==> config.mk <==
export PLATFORM = sky130hd
export DESIGN_NAME = ccps_lerp
export DESIGN_NICKNAME = d
export VERILOG_FILES = /design/src/design/ccps_pkg.sv /design/src/design/ccps_lerp.sv
export SDC_FILE = /design/constraint.sdc
export NUM_CORES = 1
export LEC_CHECK = 0
export ABC_AREA = 1
export BUFFER_PORTS_ARGS = -buffer_cell sky130_fd_sc_hd__buf_2
export CELL_PAD_IN_SITES_DETAIL_PLACEMENT = 0
export CELL_PAD_IN_SITES_GLOBAL_PLACEMENT = 2
export CORE_UTILIZATION = 42
export DETAILED_ROUTE_END_ITERATION = 7
export PLACE_DENSITY = 0.95
export SYNTH_ARGS = -nofsm -noshare
export SYNTH_HDL_FRONTEND = slang
export SYNTH_SLANG_ARGS = --single-unit
==> constraint.sdc <==
create_clock -name clk -period 14.9 [get_ports clk]
set_input_delay 2.98 -clock clk [delete_from_list [all_inputs] [get_ports clk]]
set_output_delay 2.98 -clock clk [all_outputs]
set_load 0.01 [all_outputs]
==> src/design/ccps_pkg.sv <==
// Shared types, constants and helpers of the corner-cutting path smoother.
`default_nettype none
package ccps_pkg;
  localparam int COORD_WIDTH = 32;
  localparam int MAX_PASSES  = 6;
  localparam int LVL_W       = 3;
  localparam int RATIO_W     = 15;
  localparam int CFG_IDX_W   = 2;
  localparam int CFG_DATA_W  = 15;
  localparam int QUEUE_DEPTH = 3;

  localparam logic [RATIO_W-1:0] RATIO_MIN   = 15'd1311;
  localparam logic [RATIO_W-1:0] RATIO_MAX   = 15'd29491;
  localparam logic [RATIO_W-1:0] RATIO_RESET = 15'd16384;
  localparam logic [LVL_W-1:0]   PASS_LIMIT  = 3'd6;

  typedef logic signed [COORD_WIDTH-1:0] coord_t;

  typedef struct packed {
    coord_t x;
    coord_t y;
    coord_t z;
  } point_t;

  typedef enum logic [CFG_IDX_W-1:0] {
    REG_ENABLE = 2'd0,
    REG_PASSES = 2'd1,
    REG_RATIO  = 2'd2
  } cfg_reg_t;

  function automatic coord_t coord_get(input point_t p, input logic [1:0] idx);
    coord_t v;
    unique case (idx)
      2'd0:    v = p.x;
      2'd1:    v = p.y;
      default: v = p.z;
    endcase
    return v;
  endfunction

  function automatic point_t coord_set(input point_t p, input logic [1:0] idx,
                                       input coord_t v);
    point_t r;
    r = p;
    unique case (idx)
      2'd0:    r.x = v;
      2'd1:    r.y = v;
      default: r.z = v;
    endcase
    return r;
  endfunction
endpackage
`default_nettype wire

==> src/design/ccps_lerp.sv <==
// Shared lerp unit: registered (o - c) * ratio, then c + product >>> 16.
`default_nettype none
module ccps_lerp import ccps_pkg::*; (
  input  wire logic               clk,
  input  wire coord_t             c,
  input  wire coord_t             o,
  input  wire logic [RATIO_W-1:0] ratio,
  output coord_t                  res
);
  logic signed [COORD_WIDTH:0]            diff;
  logic signed [COORD_WIDTH+RATIO_W+1:0]  prod;
  logic signed [COORD_WIDTH+RATIO_W+1:0]  prod_r;
  coord_t                                 c_r;

  assign diff = $signed({o[COORD_WIDTH-1], o}) - $signed({c[COORD_WIDTH-1], c});
  assign prod = diff * $signed({1'b0, ratio});

  always_ff @(posedge clk) begin
    prod_r <= prod;
    c_r    <= c;
  end

  assign res = c_r + coord_t'(prod_r[COORD_WIDTH+15:16]);
endmodule
`default_nettype wire

==> out/results.ini <==
[run_status]
status = finished, final reports clean

[cells_and_area]
nets = 3796
layout-drive-gt1-share_pct = 6.25
seqCellArea_sq_um = 1280
fillers = 5465
final_cells = 3782
multiInputGateArea_sq_um = 18500
areaGrowthSynthToFinish_pct = 6.97

[setup_path]
max_stage_delay_ns = 0.70
path_buf_inv = 9
crit_family = adder cells
crit_arrival_ns = 11.47
worstSetupPathType = primary input to flip-flop
cp-start-kind = primary input
crit_path_end_kind = flip-flop
crit_required_ns = 15.14
cp_max_fo = 8
slowest_stage = fa_1

[floorplanning]
die_x_microns = 235
die-area_sq_um = 55100
start_util_pct = 42.9
die_h_microns = 235
rows = 84
fp.coreArea_sq_um = 53100
ios = 112

[logic_synthesis]
synthArstFlopShare_pct = 0
synth_top_area_share_pct = 40.3
synth_top_area_cell = fa_1
synth_nets = 3721
synth_cell_type_count = 48
ys_seq_area_share_pct = 5.63
synth-edff-count = 0
synth.ff_latch_count = 64
syn_area_sq_um = 22700
yosys_warnings = 0
synth_cells = 3009
netlist_top_cells_area = fa_1, inv_1, ha_1
synthFlopType = dfxtp_1
syn-mean-instance-area_sq_um = 7.56

[clock_network]
cts_buffers = 9
cts_root_buf = clkbuf_16
cts_tree = done
cts.repair.resized = 0
path_clk_slew_ns = 0.06
cts.path.max_buffers = 2
numClockSinks = 64
cts_max_level = 3
cts_setup_buffers = 0
hold_buffers = 0

[grt]
grt_pass1_wl_microns = 123000
track_usage_pct = 29.7
grt_pass1_vias = 20800
gr-total-overflow = 0
antenna_found_initial = 5
grt_max_degree = 34

[sta]
finalHoldViolations = 0
finalCritPeriodShare_pct = 75.4
slew-limit-headroom_pct = 31.3
worst_pin_slew_ns = 1.03
max_freq_mhz = 89.0
rsz0062_at_grt = no
finalSetupTns_ns = 0
min_period_ns = 11.23
drv_slew = 0
finalSetupViolations = 0

[drt]
dr.pass1.iters = 6
drtIter0Drc = 1430
ant_nets = 0
route.detailed.drc = 0
wl_met3_microns = 4690
highest-signal-layer = met4
wl_per_cell_microns = 21.3
routed_wl_microns = 80400
wl_met2_microns = 39100
viasPerCell = 5.32
m1WireLength_microns = 34000
vias = 20100

[placed_design]
port_buffers = 111
dp.cells = 3761
hpwl_microns = 69100
place_congestion = 1.02

[min_path]
worstHoldStart = c[14]
hp-class = primary input to flip-flop
min_path_cells = 1
min_to = c_r[14]$_DFF_P_

[run]
max_cap_violations = 0

==> cell usage after synthesis (3+ instances only) <==
| cell type | n |
|---|---|
| inv_1 | 716 |
| nand2_1 | 509 |
| fa_1 | 458 |
| nor2_1 | 415 |
| ha_1 | 174 |
| nand3_1 | 151 |
| a21oi_1 | 129 |
| o21ai_0 | 69 |
| dfxtp_1 | 64 |
| clkbuf_1 | 55 |
| xor2_1 | 52 |
| xnor2_1 | 25 |
| o21bai_1 | 21 |
| nor3_1 | 18 |
| a21o_1 | 17 |
| or2_2 | 15 |
| nand4_1 | 13 |
| a31oi_1 | 12 |
| o21a_1 | 10 |
| nand2_2 | 9 |
| inv_2 | 8 |
| clkinv_1 | 7 |
| or2_1 | 7 |
| and3_1 | 5 |
| nand3_2 | 5 |
| nor4_1 | 5 |
| xor2_2 | 5 |
| buf_2 | 4 |
| nand3b_1 | 4 |
| o21ai_1 | 4 |
| a21boi_0 | 3 |
==> routing by layer <==
layer	up-vias	track usage (%)
li1	9141	-
met1	10100	39.5
met2	745	50.7
met3	152	3.02
met4	0	9.25
met5	-	0
==> area by class of cell <==
class / count / share of cell area, %
multi-input combinational: 2152 / 75.9
inverter: 731 / 11.3
timing repair buffer: 126 / 2.75
tap: 688 / 3.54
clock inverter: 5 / 0.175
sequential: 64 / 5.27
antenna: 5 / 0.0514
clock buffer: 11 / 0.998
==> metrics by stage <==
step | utilization [%] | setup slack [ns] | hold WS, ns | instance area [sq um]
3_5_place_dp | 45.3 | 3.55 | 3.10 | 24000
4_1_cts | 45.8 | 3.87 | 2.75 | 24300
2_1_floorplan | - | 5.31 | 3.01 | 22700
6_report | 45.8 | 3.67 | 2.76 | 24300
3_3_place_gp | 45.3 | 3.52 | 3.10 | 24000
5_1_grt | 45.8 | 3.41 | 2.74 | 24300
==> state kept, by name (all words and copies together), names as in the netlist <==
signal	flops
c_r	32
prod_r	32
==> cell families (layout without fill, tap and decap cells) <==
| group | count (synthesis) | after routing | share of synthesized area [%] |
|---|---|---|---|
| AO/OA/AOI/OAI | 274 | 274 | 6.85 |
| XOR/XNOR | 84 | 84 | 3.47 |
| adder cells (fa/ha/maj) | 632 | 632 | 49.9 |
| buffers and inverters | 793 | 873 | 13.2 |
| flip-flops | 64 | 64 | 5.63 |
| other | 0 | 5 | 0 |
| AND/OR/NAND/NOR | 1162 | 1162 | 21.0 |
==> worst max path at each step <==
stage          depth (start not counted)  slack [ns]                  to  from
2_1_floorplan                         36        5.31  prod_r[42]$_DFF_P_  o[0]
3_3_place_gp                          35        3.52  prod_r[37]$_DFF_P_  c[0]
3_5_place_dp                          35        3.55  prod_r[37]$_DFF_P_  c[0]
4_1_cts                               35        3.87  prod_r[37]$_DFF_P_  c[0]
5_1_grt                               36        3.41  prod_r[37]$_DFF_P_  o[0]
6_report                              35        3.67  prod_r[37]$_DFF_P_  c[0]
==> layout by cell type, fill, tap and decap left out, types with 7 or more instances in the layout <==
cell type,instances
a31oi_1,12
nor3_1,18
or2_2,15
or2_1,7
nand4_1,13
o21bai_1,21
o21ai_0,69
nand2_1,509
clkinv_1,7
o21a_1,10
nand2_2,9
fa_1,458
xnor2_1,24
a21o_1,17
nand3_1,151
xor2_1,52
buf_2,111
clkbuf_16,9
inv_1,716
dfxtp_1,64
buf_4,15
nor2_1,415
ha_1,174
inv_2,8
a21oi_1,129
Power is not shown: default switching activity piles up to over one toggle a cycle in this logic, so the estimate is an artifact.
